### config.mk
export PLATFORM = sky130hd
export DESIGN_NAME = magic_length_frame_parser
export DESIGN_NICKNAME = d
export VERILOG_FILES = /design/src/hw/rtl/mlfp_pkg.sv /design/src/hw/rtl/magic_length_frame_parser.sv /design/src/hw/rtl/mlfp_parse.sv /design/src/hw/rtl/mlfp_outbuf.sv
export SDC_FILE = /design/constraint.sdc
export NUM_CORES = 1
export LEC_CHECK = 0
export BUFFER_PORTS_ARGS = -buffer_cell sky130_fd_sc_hd__buf_2
export CORE_AREA = 2 2 202 204
export DETAILED_ROUTE_END_ITERATION = 8
export DIE_AREA = 0 0 204 206
export PLACE_DENSITY = 0.56
export SLEW_MARGIN = 20
export SYNTH_ARGS = -nofsm -noshare
export SYNTH_HDL_FRONTEND = slang
export SYNTH_HIERARCHICAL = 1
export SYNTH_SLANG_ARGS = --single-unit
### constraint.sdc
create_clock -name clk -period 6.65 [get_ports clk]
set_input_delay 0.665 -clock clk [delete_from_list [all_inputs] [get_ports clk]]
set_output_delay 0.665 -clock clk [all_outputs]
set_load 0.01 [all_outputs]
### src/hw/rtl/mlfp_pkg.sv
// ----------------------------------------------------------------------------
// mlfp_pkg
// Shared constants and types for the magic/length frame parser.
// ----------------------------------------------------------------------------
`default_nettype none

package mlfp_pkg;

  localparam int COUNT_WIDTH = 21;
  localparam int CFG_IDX_W   = 2;
  localparam int CFG_DATA_W  = 32;
  localparam int MAXLEN_W    = 21;

  localparam logic [31:0]         MAGIC_RESET  = 32'hEFD2_BB99;
  localparam logic [MAXLEN_W-1:0] MAXLEN_RESET = MAXLEN_W'(1024 * 1024);

  localparam logic [3:0]  HDR_LAST = 4'd13;
  localparam logic [31:0] LEN_BIAS = 32'd10;
  localparam logic [31:0] MIN_LEN  = 32'd11;

  localparam logic [CFG_IDX_W-1:0] REG_MAGIC_WORD = CFG_IDX_W'(0);
  localparam logic [CFG_IDX_W-1:0] REG_MAX_LENGTH = CFG_IDX_W'(1);

  localparam logic [1:0] PH_HEADER  = 2'd0;
  localparam logic [1:0] PH_PAYLOAD = 2'd1;
  localparam logic [1:0] PH_HALTED  = 2'd2;

  localparam logic [1:0] ST_PAYLOAD   = 2'd0;
  localparam logic [1:0] ST_BAD_MAGIC = 2'd1;
  localparam logic [1:0] ST_TOO_LARGE = 2'd2;
  localparam logic [1:0] ST_TOO_SMALL = 2'd3;

  typedef struct packed {
    logic [1:0]  status;
    logic [7:0]  data;
    logic        first;
    logic        last;
    logic [7:0]  compress_kind;
    logic [7:0]  encrypt_kind;
    logic [31:0] frame_version;
  } result_t;

endpackage

`default_nettype wire

### src/hw/rtl/magic_length_frame_parser.sv
// ----------------------------------------------------------------------------
// magic_length_frame_parser
// Byte-stream frame parser: 14-byte header, magic and length checks, payload.
// ----------------------------------------------------------------------------
// Input channel (in_valid/in_ready/in_byte) carries one stream byte per
// transaction. The first 14 bytes of a frame form the header; they produce no
// result. A good header is followed by length-10 payload bytes, each returned
// on the output channel with first/last marks and the header fields.
// A failed check returns one error transaction and the block then swallows
// every further byte without a result until reset.
// Each result is registered in the output buffer before it reaches the outputs.
// Throughput: one byte per cycle, bounded only by the output handshake.
// When out_ready is low, a skid entry absorbs one more result; in_ready drops
// only while both the result register and the skid entry are full.
// Reset (rst_n low, synchronous) returns to header collection, empties the
// output, and restores magic_word and max_length to their defaults.
// Configuration writes (cfg_we) take effect at once; write them while idle.
// ----------------------------------------------------------------------------
`default_nettype none

module magic_length_frame_parser (
  input  wire logic                             clk,
  input  wire logic                             rst_n,
  input  wire logic                             cfg_we,
  input  wire logic [mlfp_pkg::CFG_IDX_W-1:0]   cfg_index,
  input  wire logic [mlfp_pkg::CFG_DATA_W-1:0]  cfg_wdata,
  input  wire logic                             in_valid,
  output      logic                             in_ready,
  input  wire logic [7:0]                       in_byte,
  output      logic                             out_valid,
  input  wire logic                             out_ready,
  output      logic [1:0]                       out_status,
  output      logic [7:0]                       out_byte,
  output      logic                             out_first_byte,
  output      logic                             out_last_byte,
  output      logic [7:0]                       out_compress_kind,
  output      logic [7:0]                       out_encrypt_kind,
  output      logic [31:0]                      out_frame_version
);

  logic              byte_fire;
  logic              res_valid;
  mlfp_pkg::result_t res;
  mlfp_pkg::result_t out_data;

  assign byte_fire = in_valid && in_ready;

  mlfp_parse u_parse (
    .clk       (clk),
    .rst_n     (rst_n),
    .cfg_we    (cfg_we),
    .cfg_index (cfg_index),
    .cfg_wdata (cfg_wdata),
    .byte_fire (byte_fire),
    .byte_in   (in_byte),
    .res_valid (res_valid),
    .res       (res)
  );

  mlfp_outbuf u_outbuf (
    .clk       (clk),
    .rst_n     (rst_n),
    .push      (res_valid),
    .push_data (res),
    .can_push  (in_ready),
    .out_valid (out_valid),
    .out_ready (out_ready),
    .out_data  (out_data)
  );

  assign out_status        = out_data.status;
  assign out_byte          = out_data.data;
  assign out_first_byte    = out_data.first;
  assign out_last_byte     = out_data.last;
  assign out_compress_kind = out_data.compress_kind;
  assign out_encrypt_kind  = out_data.encrypt_kind;
  assign out_frame_version = out_data.frame_version;

endmodule

`default_nettype wire

### src/hw/rtl/mlfp_parse.sv
// ----------------------------------------------------------------------------
// mlfp_parse
// Header collection, frame checks and payload counting, one byte per cycle while byte_fire is high.
// ----------------------------------------------------------------------------
`default_nettype none

module mlfp_parse (
  input  wire logic                               clk,
  input  wire logic                               rst_n,
  input  wire logic                               cfg_we,
  input  wire logic [mlfp_pkg::CFG_IDX_W-1:0]     cfg_index,
  input  wire logic [mlfp_pkg::CFG_DATA_W-1:0]    cfg_wdata,
  input  wire logic                               byte_fire,
  input  wire logic [7:0]                         byte_in,
  output      logic                               res_valid,
  output      mlfp_pkg::result_t                  res
);

  logic [31:0]                        magic_word_r;
  logic [mlfp_pkg::MAXLEN_W-1:0]      max_length_r;
  logic [1:0]                         phase_r, phase_nxt;
  logic [3:0]                         hdr_cnt_r, hdr_cnt_nxt;
  logic [31:0]                        magic_acc_r, magic_acc_nxt;
  logic [31:0]                        length_acc_r, length_acc_nxt;
  logic [7:0]                         compress_r, compress_nxt;
  logic [7:0]                         encrypt_r, encrypt_nxt;
  logic [31:0]                        version_acc_r, version_acc_nxt;
  logic [mlfp_pkg::COUNT_WIDTH-1:0]   left_r, left_nxt;
  logic                               first_r, first_nxt;
  logic [31:0]                        len_diff;
  logic                               last_hit;

  assign len_diff = length_acc_r - mlfp_pkg::LEN_BIAS;
  assign last_hit = (left_r <= mlfp_pkg::COUNT_WIDTH'(1));

  always_comb begin
    phase_nxt       = phase_r;
    hdr_cnt_nxt     = hdr_cnt_r;
    magic_acc_nxt   = magic_acc_r;
    length_acc_nxt  = length_acc_r;
    compress_nxt    = compress_r;
    encrypt_nxt     = encrypt_r;
    version_acc_nxt = version_acc_r;
    left_nxt        = left_r;
    first_nxt       = first_r;
    res_valid       = 1'b0;
    res.status      = mlfp_pkg::ST_PAYLOAD;
    res.data        = 8'd0;
    res.first       = 1'b0;
    res.last        = 1'b0;
    res.compress_kind = compress_r;
    res.encrypt_kind  = encrypt_r;
    res.frame_version = version_acc_r;
    if (byte_fire) begin
      unique case (phase_r)
        mlfp_pkg::PH_HEADER: begin
          if (hdr_cnt_r < 4'd4) begin
            magic_acc_nxt = {magic_acc_r[23:0], byte_in};
          end else if (hdr_cnt_r < 4'd8) begin
            length_acc_nxt = {length_acc_r[23:0], byte_in};
          end else if (hdr_cnt_r == 4'd8) begin
            compress_nxt = byte_in;
          end else if (hdr_cnt_r == 4'd9) begin
            encrypt_nxt = byte_in;
          end else begin
            version_acc_nxt = {version_acc_r[23:0], byte_in};
          end
          res.frame_version = version_acc_nxt;
          if (hdr_cnt_r != mlfp_pkg::HDR_LAST) begin
            hdr_cnt_nxt = hdr_cnt_r + 4'd1;
          end else begin
            hdr_cnt_nxt = 4'd0;
            priority if (magic_acc_r != magic_word_r) begin
              phase_nxt  = mlfp_pkg::PH_HALTED;
              res_valid  = 1'b1;
              res.status = mlfp_pkg::ST_BAD_MAGIC;
            end else if (length_acc_r > 32'(max_length_r)) begin
              phase_nxt  = mlfp_pkg::PH_HALTED;
              res_valid  = 1'b1;
              res.status = mlfp_pkg::ST_TOO_LARGE;
            end else if (length_acc_r < mlfp_pkg::MIN_LEN) begin
              phase_nxt  = mlfp_pkg::PH_HALTED;
              res_valid  = 1'b1;
              res.status = mlfp_pkg::ST_TOO_SMALL;
            end else begin
              left_nxt  = len_diff[mlfp_pkg::COUNT_WIDTH-1:0];
              first_nxt = 1'b1;
              phase_nxt = (len_diff[mlfp_pkg::COUNT_WIDTH-1:0] == '0) ?
                          mlfp_pkg::PH_HEADER : mlfp_pkg::PH_PAYLOAD;
            end
          end
        end
        mlfp_pkg::PH_PAYLOAD: begin
          res_valid  = 1'b1;
          res.status = mlfp_pkg::ST_PAYLOAD;
          res.data   = byte_in;
          res.first  = first_r;
          res.last   = last_hit;
          first_nxt  = 1'b0;
          if (last_hit) begin
            left_nxt  = '0;
            phase_nxt = mlfp_pkg::PH_HEADER;
          end else begin
            left_nxt = left_r - mlfp_pkg::COUNT_WIDTH'(1);
          end
        end
        default: begin
          phase_nxt = phase_r;
        end
      endcase
    end
  end

  always_ff @(posedge clk) begin
    if (!rst_n) begin
      magic_word_r <= mlfp_pkg::MAGIC_RESET;
      max_length_r <= mlfp_pkg::MAXLEN_RESET;
    end else if (cfg_we) begin
      if (cfg_index == mlfp_pkg::REG_MAGIC_WORD) begin
        magic_word_r <= cfg_wdata;
      end else if (cfg_index == mlfp_pkg::REG_MAX_LENGTH) begin
        max_length_r <= cfg_wdata[mlfp_pkg::MAXLEN_W-1:0];
      end
    end
  end

  always_ff @(posedge clk) begin
    if (!rst_n) begin
      phase_r       <= mlfp_pkg::PH_HEADER;
      hdr_cnt_r     <= 4'd0;
      magic_acc_r   <= '0;
      length_acc_r  <= '0;
      compress_r    <= '0;
      encrypt_r     <= '0;
      version_acc_r <= '0;
      left_r        <= '0;
      first_r       <= 1'b0;
    end else begin
      phase_r       <= phase_nxt;
      hdr_cnt_r     <= hdr_cnt_nxt;
      magic_acc_r   <= magic_acc_nxt;
      length_acc_r  <= length_acc_nxt;
      compress_r    <= compress_nxt;
      encrypt_r     <= encrypt_nxt;
      version_acc_r <= version_acc_nxt;
      left_r        <= left_nxt;
      first_r       <= first_nxt;
    end
  end

endmodule

`default_nettype wire

### src/hw/rtl/mlfp_outbuf.sv
// ----------------------------------------------------------------------------
// mlfp_outbuf
// Result register with a skid entry; the upstream ready is registered.
// ----------------------------------------------------------------------------
`default_nettype none

module mlfp_outbuf (
  input  wire logic               clk,
  input  wire logic               rst_n,
  input  wire logic               push,
  input  wire mlfp_pkg::result_t  push_data,
  output      logic               can_push,
  output      logic               out_valid,
  input  wire logic               out_ready,
  output      mlfp_pkg::result_t  out_data
);

  logic              main_v_r, main_v_nxt;
  logic              skid_v_r, skid_v_nxt;
  mlfp_pkg::result_t main_d_r, main_d_nxt;
  mlfp_pkg::result_t skid_d_r, skid_d_nxt;
  logic              pop;

  assign pop       = main_v_r && out_ready;
  assign can_push  = !skid_v_r;
  assign out_valid = main_v_r;
  assign out_data  = main_d_r;

  always_comb begin
    main_v_nxt = main_v_r;
    skid_v_nxt = skid_v_r;
    main_d_nxt = main_d_r;
    skid_d_nxt = skid_d_r;
    if (pop) begin
      main_v_nxt = 1'b0;
    end
    if (pop && skid_v_r) begin
      main_v_nxt = 1'b1;
      main_d_nxt = skid_d_r;
      skid_v_nxt = 1'b0;
    end else if (push) begin
      if (!main_v_r || pop) begin
        main_v_nxt = 1'b1;
        main_d_nxt = push_data;
      end else begin
        skid_v_nxt = 1'b1;
        skid_d_nxt = push_data;
      end
    end
  end

  always_ff @(posedge clk) begin
    if (!rst_n) begin
      main_v_r <= 1'b0;
      skid_v_r <= 1'b0;
    end else begin
      main_v_r <= main_v_nxt;
      skid_v_r <= skid_v_nxt;
    end
  end

  always_ff @(posedge clk) begin
    main_d_r <= main_d_nxt;
    skid_d_r <= skid_d_nxt;
  end

endmodule

`default_nettype wire

# Word level (Yosys, flattened, before mapping)
# Index checks and enable logic that the tools add are counted.
dict set report word_totals {
  input_bits 47
  out_inout_bits 62
  wordCells 123
  register_bits 315
}
dict set report op_classes {
  n_mux 45
  bitwise 7
  magnitude_cmp 5
  n_eq_ne 11
  n_addsub 3
  n_reduce_logical 25
}
# operator count
set op_table {}
lappend op_table {{$mux 32} 6}
lappend op_table {{$mux 60} 3}
lappend op_table {{$mux 21} 5}
lappend op_table {{$pmux 21 s2} 1}
lappend op_table {{$gt 32x21->1} 1}
lappend op_table {{$lt 32x4->1 const B} 1}
lappend op_table {{$ne 32x32->1} 1}
lappend op_table {{$le 21x1->1 const B} 1}
lappend op_table {{$logic_not 21->1} 1}
lappend op_table {{$sub 21x1->21 const B} 1}
lappend op_table {{$sub 21x4->21 const B} 1}
lappend op_table {{$mux 2} 10}
lappend op_table {{$mux 1} 14}
lappend op_table {{$mux 12} 1}
lappend op_table {{$reduce_and 6->1} 2}
lappend op_table {{$mux 10} 1}
lappend op_table {{$reduce_and 3->1} 3}
lappend op_table {{$eq 4x4->1 const B} 2}
lappend op_table {{$ne 2x2->1 const B} 4}
lappend op_table {{$reduce_and 2->1} 4}
lappend op_table {{$reduce_and 4->1} 2}
lappend op_table {{$not 1->1} 7}
lappend op_table {{$reduce_bool 2->1} 3}
lappend op_table {{$reduce_and 5->1} 1}
lappend op_table {{14 further kinds} 20}

# Logic depth before layout (Yosys ltp)
# Gate-level depths: netlist (run 1).
dict set report depth {
  word_depth 10
  depth_mapped 12
}

# By module
# The synthesis (run 1) kept the hierarchy.
# module area_each_um2 instances cells_each
set by_module_without_submodules {}
lappend by_module_without_submodules {mlfp_parse 9118.7 1 1137}
lappend by_module_without_submodules {mlfp_outbuf 4685.7 1 200}
lappend by_module_without_submodules {magic_length_frame_parser 6.3 1 1}

# Worst setup path after synthesis (run 1)
# OpenSTA, ideal clock, no wires.
dict set report synth_path {
  path_type {register to register}
  start {register u_parse.length_acc_r[12]}
  end {register u_outbuf.main_d_r, in the netlist u_outbuf/out_data[0], enable pin}
  slack_ns 0.915
  stages_incl_launch_ff 11
  arrival_time_ns 5.238
  synth_period_minus_slack_ns 5.735
  setup_time_ns 0.498
  required_time_ns 6.152
  cell_sequence {dfxtp_1 clkbuf_1 nor4_4 nand3_1 or3_1 nor4_1 and2b_1 nor2b_1 o21ai_0 a21oi_1 a21oi_1}
}
dict set report synth_via {
  elab_chain_cells 9
  word_cells_on_any_way 10
  cone_classes {order compare (2); mux (6); reduce/logical (2)}
}
# element line
set synth_lines {}
lappend synth_lines {{from (decl)} mlfp_parse.sv:24} ;# logic [31:0] length_acc_r, length_acc_nxt;
lappend synth_lines {{from (signal assigned)} mlfp_parse.sv:142} ;# length_acc_r <= length_acc_nxt;
lappend synth_lines {{$lt 32x4->1} mlfp_parse.sv:81} ;# end else if (length_acc_r < mlfp_pkg::MIN_LEN) begin
lappend synth_lines {{$mux 1} mlfp_parse.sv:81}
lappend synth_lines {{$mux 1 *} mlfp_parse.sv:77} ;# end else if (length_acc_r > 32'(max_length_r)) begin
lappend synth_lines {{$mux 1 *} mlfp_parse.sv:73} ;# priority if (magic_acc_r != magic_word_r) begin
lappend synth_lines {{$mux 1 *} mlfp_parse.sv:69} ;# if (hdr_cnt_r != mlfp_pkg::HDR_LAST) begin
lappend synth_lines {{$pmux 1 s2 *} mlfp_parse.sv:55} ;# unique case (phase_r)
lappend synth_lines {{$mux 1 *} mlfp_parse.sv:54} ;# if (byte_fire) begin
lappend synth_lines {{via res_valid} magic_length_frame_parser.sv:42} ;# logic res_valid;
lappend synth_lines {{$reduce_bool 2->1 (no source line) *} -}
lappend synth_lines {{$reduce_and 2->1 (no source line) *} -}
lappend synth_lines {{to (signal assigned)} mlfp_outbuf.sv:63} ;# main_d_r <= main_d_nxt;
lappend synth_lines {{to (decl)} mlfp_outbuf.sv:20} ;# mlfp_pkg::result_t main_d_r, main_d_nxt;
# The timed path passes the listed nets; every way through them passes the cells marked *.
# A chain may end at the register's enable or synchronous reset.

# Worst setup path after layout (run 1)
dict set report layout_path {
  start {register u_parse.length_acc_r[10]}
  end {register u_outbuf.main_d_r, in the netlist u_outbuf/out_data[29], enable pin}
}
# The elaborated chain is that of the path after synthesis.

==> results of run 1 <==
cells in the mapped netlist (3+ instances only):
cell type	instances	share of area, %
nand4_1	18	0.82
a31oi_1	7	0.32
nand3_1	36	1.3
o21ai_1	4	0.14
xor2_1	6	0.38
a21o_1	3	0.16
buf_6	7	0.57
mux2i_1	24	1.7
dfxtp_1	195	28
mux2_2	32	2.6
a31o_1	4	0.25
edfxtp_1	120	26
nor3_1	14	0.51
nor4_1	13	0.59
inv_1	33	0.90
ha_1	24	2.2
o211ai_1	8	0.43
a31o_2	3	0.19
or3_1	7	0.32
o31ai_1	6	0.33
o32ai_1	7	0.44
nor2_1	56	1.5
and2_1	36	1.6
nand2_1	283	7.7
o22ai_1	8	0.36
buf_2	6	0.22
mux2_4	60	6.5
or2_2	3	0.14
and3_1	11	0.50
nor2b_1	4	0.18
a21oi_1	117	4.2
a211oi_1	5	0.27
nor3b_1	4	0.22
o21ai_0	21	0.76
xnor2_1	45	2.9
clkbuf_1	69	1.9
where the power goes:
group          internal (µW)  switching, µW  total [µW]  leakage (µW)
logic                   47.2           92.2         139       0.00311
registers               2010           17.0        2020       0.00270
clock network           1150            768        1920      0.000564
total                   3200            878        4080       0.00638
area by class of cell:
type,count,area share [%]
Multi-Input combinational cell,903,36.6
Inverter,34,0.812
Sequential cell,315,47.3
Tap cell,532,4.19
Clock inverter,15,1.14
Timing Repair Buffer,118,3.88
Clock buffer,45,6.07
routing by layer:
metal / up-vias / global-route usage (%)
li1: 4801 / -
met1: 4556 / 22.0
met2: 208 / 23.6
met3: 36 / 2.87
met4: 0 / 4.14
met5: - / 0
stage by stage:
stage	power, µW	utilization [%]	hold WS (ps)	instances	cell area, µm²
global placement	2210	36.6	446	1902	14700
floorplan	2150	-	430	1338	13800
finish	4080	39.5	357	1962	15900
CTS	4140	39.5	339	1962	15900
detailed placement	2210	36.6	448	1902	14700
global route	4230	39.5	350	1962	15900
sequential cells by signal, indices dropped and copies added, names as in the netlist:
name and flops:
u_parse/phase_r 2, u_parse/encrypt_r 8, u_parse/hdr_cnt_r 4, u_parse/version_acc_r 32, u_parse/first_r 1, u_parse/left_r 21
u_parse/max_length_r 21, u_parse/length_acc_r 32, u_outbuf/skid_v_r 1, u_parse/compress_r 8, u_outbuf/out_valid 1, u_parse/magic_word_r 32
u_outbuf/out_data 60, u_outbuf/skid_d_r 60, u_parse/magic_acc_r 32
final timing paths:
path	end	slack [ps]	cells after the start	startpoint
worst max-delay path	u_outbuf/out_data[29]	2320	10	u_parse/length_acc_r[10]
worst min-delay path	u_parse/magic_word_r[23]	360	3	cfg_wdata[23]
worst max register to register	u_outbuf/out_data[29]	2320	10	u_parse/length_acc_r[10]
worst min register to register	u_parse/length_acc_r[24]	450	2	u_parse/length_acc_r[24]
logic make-up (layout without fill, tap and decap cells):
group                    count (synthesis)  in the layout  share of synthesized area, %
XOR/XNOR                                51             51                          3.23
buffers and inverters                  120            212                          3.75
adder cells (fa/ha/maj)                 24             24                          2.17
multiplexers                           116            116                          10.9
AO/OA/AOI/OAI                          207            207                          8.84
AND/OR/NAND/NOR                        505            505                          16.8
flip-flops                             315            315                          54.4
worst register-to-register path, delay by kind of cell, from the launching register on:
kind            cells  cell delay (ps)
compound gates      3             1130
buf+inv             1              560
flops               1              450
simple gates        6             1830
==> metrics.md, run 1 <==
| Metric | Value |
|---|---|
| Status | finished, final reports clean |
| WL met3 | 1.61 mm |
| Core area | 40200 µm² |
| Boundary pin count | 109 |
| Yosys cell types | 67 |
| Setup TNS | 0 ps |
| Worst path required time | 6810 ps |
| Number of core rows | 74 |
| Clock transition at path regs | 60 ps |
| WP buf/inv | 1 |
| Clock Latency Late Sink | 520 ps |
| CP Capture Type | flop |
| Layout area overhead | 14.9% |
| Commonest non-fill, non-tap cell in the layout | nand2_1 |
| Hold_buf cts | 0 |
| Vias per std cell | 4.89 |
| CTS Buf Count | 35 |
| Root buffer cell | clkbuf_16 |
| DIE AREA | 42000 µm² |
| Post-synth ARST share | 0% |
| Post_cts resized | 0 |
| Post-synthesis register bit count | 315 |
| Crit path cell chain | nor4_4 -> nand3_1 -> or3_1 -> nor4_1 -> and2b_1 -> nor2b_1 -> o21ai_0 -> a21oi_1 -> a21oi_4 -> buf_4 |
| Grt total ovfl | 0 |
| Final WS setup | 2320 ps |
| Syn Nets | 1409 |
| Top delay family on crit path | simple AND/OR/NAND/NOR gates |
| Worst Max-Slew Pin Slew | 1080 ps |
| RSZ-0062 raised after global routing | false |
| Hold Fails Final Rpt | 0 |
| Register area share after synthesis | 54.4% |
| H-tree levels | 2 |
| PortBufs | 108 |
| Initial Util | 34.4% |
| Number of synthesized flops with an enable pin | 120 |
| Clock Skews | 20.9 ps |
| Setup Buffers After CTS | 0 |
| Max Slew Vio Count | 0 |
| Vias | 9601 |
| Reg area | 7510 µm² |
| Type of the worst setup path | flop to flop |
| GP Congestion | 0.862 |
| Fillers | 4004 |
| Post-place setup slack | 2320 ps |
| First-pass DRT Iterations | 5 |
| Final WL | 32.3 mm |
| Avg WL per Cell | 16.5 µm |
| Overall Global Routing Usage | 15.3% |
| Peak VDD IR | 0.146 mV |
| Fin nets | 1478 |
| Met2 wire len | 14.3 mm |
| Most used DFF post-synth | dfxtp_1 |
| Uppermost routed layer | met4 |
| Clk buf depth | 3 |
| Antenna violation net count after detailed routing | 0 |
| Period utilisation layout | 65.1% |
| Share of cells above drive strength 1 | 19.9% |
| DRC viols | 0 |
| Crit Path Max Fanout | 37 |
| Rel. slew slack | 28.1% |
| Vert. Die Dim | 206 µm |
| Arrival time worst endpoint | 4480 ps |
| Antenna violations before repair | 0 |
| Largest net degree at the start of global routing | 94 |
| Final min period | 4330 ps |
| Hold Path Class | input pin to flop |
| Routed length on met1 | 15.9 mm |
| Mean Syn Cell Area | 10.3 µm² |
| Detail Placement HPWL | 21.8 mm |
| # setup viols final | 0 |
| YS warnings | 6 |
| First-pass GRT wire length | 50.9 mm |
| Die width | 204 µm |
| Max_cap viols | 0 |
| Ant diodes | 0 |
| Synthesized area | 13800 µm² |
| Syn Inst Count | 1338 |
| Most frequent cells in the layout | nand2_1, dfxtp_1, edfxtp_1, a21oi_1, buf_2 |
| Power Dens Cells | 257 nW/µm² |
| CTS tree | built |
| P_leak | 0.00638 µW |
| Area of the multi-input gates | 5810 µm² |
| CP startpoint kind | flop |
| Initial DRC Count | 556 |
| Vias in the first global route | 9180 |
| Fmax | 231 MHz |
| Slowest cell delay on critical path | 610 ps |
| Crit path max-delay cell type | a21oi_4 |
| CTS sink count | 315 |
No activity file was read; power rests on OpenSTA's default activity.
==> inputs of run 2 (changes only) <==
--- a/config.mk
+++ b/config.mk
@@ -5,11 +5,12 @@
 export SDC_FILE = /design/constraint.sdc
 export NUM_CORES = 1
 export LEC_CHECK = 0
+export ABC_AREA = 1
 export BUFFER_PORTS_ARGS = -buffer_cell sky130_fd_sc_hd__buf_2
 export CORE_AREA = 2 2 202 204
 export DETAILED_ROUTE_END_ITERATION = 8
 export DIE_AREA = 0 0 204 206
-export PLACE_DENSITY = 0.56
+export PLACE_DENSITY = 0.58
 export SLEW_MARGIN = 20
 export SYNTH_ARGS = -nofsm -noshare
 export SYNTH_HDL_FRONTEND = slang
==> constraint.sdc (replaced) <==
create_clock -name clk -period 3.7 [get_ports clk]
set_input_delay 0.37 -clock clk [delete_from_list [all_inputs] [get_ports clk]]
set_output_delay 0.37 -clock clk [all_outputs]
set_load 0.01 [all_outputs]
==> metrics.md, run 2 <==
| Metric | Value |
|---|---|
| Status | finished, final reports clean (unchanged) |
| Syn Inst Count | 1679 (was 1338) |
| Vias per std cell | 4.67 (was 4.89) |
| CP Capture Type | flop (unchanged) |
| CTS sink count | 315 (unchanged) |
| Syn Nets | 1750 (was 1409) |
| First-pass GRT wire length | 53.3 mm (was 50.9 mm) |
| Antenna violations before repair | 0 (unchanged) |
| Clock Skews | 12.6 ps (was 20.9 ps) |
| Ant diodes | 0 (unchanged) |
| Mean Syn Cell Area | 8.23 µm² (was 10.3 µm²) |
| Final min period | 2970 ps (was 4330 ps) |
| Post-Synth Adder-Cell Area | 2.17% (about the same) |
| Largest net degree at the start of global routing | 83 (was 94) |
| Detail Placement HPWL | 23.1 mm (was 21.8 mm) |
| Max_cap viols | 0 (unchanged) |
| PortBufs | 108 (unchanged) |
| Most frequent cells in the layout | nand2_1, dfxtp_1, nor2_1, a21oi_1, inv_1 (was nand2_1, dfxtp_1, edfxtp_1, a21oi_1, buf_2) |
| Reg2Reg Depth | 12 (was 10) |
| Period utilisation layout | 80.4% (was 65.1%) |
| Clock Latency Late Sink | 530 ps (was 520 ps) |
| Share of cells above drive strength 1 | 11.2% (was 19.9%) |
| Boundary pin count | 109 (unchanged) |
| Hold Path Class | input pin to flop (unchanged) |
| P_leak | 0.00707 µW (was 0.00638 µW) |
| Top-count cell post-synth | nand2_1 (unchanged) |
| Hold_buf cts | 0 (unchanged) |
| R2r endpoint | u_outbuf/out_data[6] (was u_outbuf/out_data[29]) |
| Post-Synth Simple-Gate Area | 22.4% (was 16.8%) |
| DIE AREA | 42000 µm² (unchanged) |
| P_sw | 1690 µW (was 878 µW) |
| First-pass DRT Iterations | 5 (unchanged) |
| H-tree levels | 2 (unchanged) |
| R2r setup slk | 730 ps (was 2320 ps) |
| Worst path depth | 12 (was 10) |
| DRC viols | 0 (unchanged) |
| Clk buf depth | 3 (unchanged) |
| Final WL | 33.2 mm (was 32.3 mm) |
| Most frequent cells after synthesis | nand2_1, dfxtp_1, nor2_1 (was nand2_1, dfxtp_1, edfxtp_1) |
| CTS tree | built (unchanged) |
| Number of synthesized flops with an enable pin | 120 (unchanged) |
| Type of the worst setup path | flop to flop (unchanged) |
| Max Slew Vio Count | 0 (unchanged) |
| Commonest non-fill, non-tap cell in the layout | nand2_1 (unchanged) |
| Rel. slew slack | 36.1% (was 28.1%) |
| Register area share after synthesis | 54.3% (was 54.4%) |
| Cell Int Power | 5750 µW (was 3200 µW) |
| Fmax | 336 MHz (was 231 MHz) |
| Core area | 40200 µm² (unchanged) |
| Post_cts resized | 0 (unchanged) |
| Initial DRC Count | 737 (was 556) |
| Combinational share of power | 5.1% (was 3.4%) |
| Compound-Gate Fraction of Synth Area | 11.2% (was 8.84%) |
| Worst Max-Slew Pin Slew | 956 ps (was 1080 ps) |
| Part of the power in registers | 49.4% (was 49.6%) |
| Antenna violation net count after detailed routing | 0 (unchanged) |
| Peak VDD IR | 0.224 mV (was 0.146 mV) |
| GP Congestion | 0.835 (was 0.862) |
| Post-synthesis register bit count | 315 (unchanged) |
| Crit path from | u_parse/length_acc_r[17] (was u_parse/length_acc_r[10]) |
| Fin nets | 1839 (was 1478) |
| YS warnings | 6 (unchanged) |
| R2R Path Start | u_parse/length_acc_r[17] (was u_parse/length_acc_r[10]) |
| Setup Buffers After CTS | 0 (unchanged) |
| Vias in the first global route | 10100 (was 9180) |
| Arrival time worst endpoint | 3170 ps (was 4480 ps) |
| Clock transition at path regs | 60 ps (about the same) |
| Synthesized area | 13800 µm² (about the same) |
| Avg WL per Cell | 14.3 µm (was 16.5 µm) |
| Multiplexer area fraction after synthesis | 0% (was 10.9%) |
| Top delay family on crit path | simple AND/OR/NAND/NOR gates (unchanged) |
| Critical Path Sink | u_outbuf/out_data[6] (was u_outbuf/out_data[29]) |
| Overall Global Routing Usage | 16.0% (was 15.3%) |
| Total power | 7440 µW (was 4080 µW) |
| Root buffer cell | clkbuf_16 (unchanged) |
| Slowest cell delay on critical path | 480 ps (was 610 ps) |
| Power Dens Cells | 468 nW/µm² (was 257 nW/µm²) |
| Largest family of logic cells by synthesized area | simple AND/OR/NAND/NOR gates (unchanged) |
| Area leader, netlist | dfxtp_1 (unchanged) |
| Crit path cell chain | ha_1 -> nand4_1 -> nor3_1 -> nand2_1 -> nand2_1 -> nand2_1 -> nand3_1 -> nand3_1 -> a21oi_1 -> inv_1 -> a21boi_4 -> buf_12 (was nor4_4 -> nand3_1 -> or3_1 -> nor4_1 -> and2b_1 -> nor2b_1 -> o21ai_0 -> a21oi_1 -> a21oi_4 -> buf_4) |
| Vias | 10900 (was 9601) |
| Grt total ovfl | 0 (unchanged) |
| Final WS setup | 726 ps (was 2320 ps) |
| CP startpoint kind | flop (unchanged) |
| Vert. Die Dim | 206 µm (unchanged) |
| Worst path required time | 3890 ps (was 6810 ps) |
| Post-place setup slack | 771 ps (was 2320 ps) |
| # setup viols final | 0 (unchanged) |
| Die width | 204 µm (unchanged) |
| Setup TNS | 0 ps (unchanged) |
| RSZ-0062 raised after global routing | false (unchanged) |
| Hold Fails Final Rpt | 0 (unchanged) |
| WP buf/inv | 2 (was 1) |
| Most numerous cell on the critical path | nand2_1 |
| Initial Util | 34.4% (about the same) |
| Post-synth ARST share | 0% (unchanged) |
| CTS Buf Count | 35 (unchanged) |
| Most used DFF post-synth | dfxtp_1 (unchanged) |
| XOR/XNOR Fraction of Synth Area | 2.98% (was 3.23%) |
| Power share of the clock group | 45.5% (was 47.0%) |
| Layout area overhead | 15.2% (was 14.9%) |
| Yosys cell types | 37 (was 67) |
| Sw Ratio | 22.7% (was 21.5%) |
| Crit Path Max Fanout | 60 (was 37) |
| Synth top area cells | dfxtp_1, edfxtp_1, nand2_1 (unchanged) |
| Crit path max-delay cell type | nor3_1 (was a21oi_4) |
| Area share of the largest cell type after synthesis | 28.3% (about the same) |
| Number of core rows | 74 (unchanged) |
-- run 2: changes by cell type after synthesis, moves of 24 or more --
cell	change
nor2_1	+117
o21ai_0	+105
mux2i_1	-24
inv_1	+108
a21oi_1	+27
nand2_1	+236
and2_1	-36
clkbuf_1	-33
mux2_4	-60
mux2_2	-32
-- run 2: worst min-delay path, cell delays in order --
cell	delay, ps
buf_2	70
nand2_1	40
nand3_1	70
-- run 2: power by group through the flow --
stage	combinational [µW]	sequential, µW	clock, µW
2_1_floorplan	263	3740	0
3_3_place_gp	376	3750	0
3_5_place_dp	379	3750	0
4_1_cts	382	3680	3480
5_1_grt	431	3680	3600
6_report	379	3680	3390
-- run 2: cells by family after synthesis --
kind of cell,after synthesis
and+or+nand+nor,773
DFF,315
AOI/OAI and AO/OA,298
buffers and inverters,222
xor gates and xnor gates,47
adders and majority gates,24
-- run 2: area by class of cell --
cell class                 instances  area (µm²)
fill                            4150       24300
clock buffer                      51        1020
timing repair buffer             121         666
sequential                       315        7510
tap                              532         666
multi-input combinational       1142        5390
clock inverter                    12        92.6
inverter                         153         574
-- run 2: through the flow --
stage                     cell area, µm²  instances  hold WS, ps  utilization (%)
final                              15900       2326         53.9             39.6
after global routing               15900       2326         59.5             39.6
after CTS                          15900       2326         24.1             39.6
after detailed placement           14800       2263          439             36.8
after global placement             14800       2263          435             36.8
after floorplan                    13800       1679          425                -
-- run 2: worst min path at each step --
| stage | startpoint | end | slack [ps] | cells past startpoint |
|---|---|---|---|---|
| 4_1_cts | cfg_wdata[30] | u_parse/magic_word_r[30] | 20 | 3 |
| 6_report | cfg_wdata[23] | u_parse/magic_word_r[23] | 50 | 3 |
| 3_5_place_dp | u_parse/encrypt_r[0] | u_outbuf/skid_d_r[32] | 440 | 0 |
| 3_3_place_gp | u_parse/compress_r[4] | u_outbuf/skid_d_r[44] | 440 | 0 |
| 5_1_grt | cfg_wdata[27] | u_parse/magic_word_r[27] | 60 | 3 |
| 2_1_floorplan | u_parse/encrypt_r[0] | u_outbuf/skid_d_r[32] | 430 | 0 |
-- run 2: routing by layer --
metal,global-route usage [%],share of wire [%],up-vias
li1,-,-,5619
met1,21.9,48,4941
met2,25.6,44,241
met3,2.87,5.0,54
met4,5.10,2.3,0
met5,0,0,-
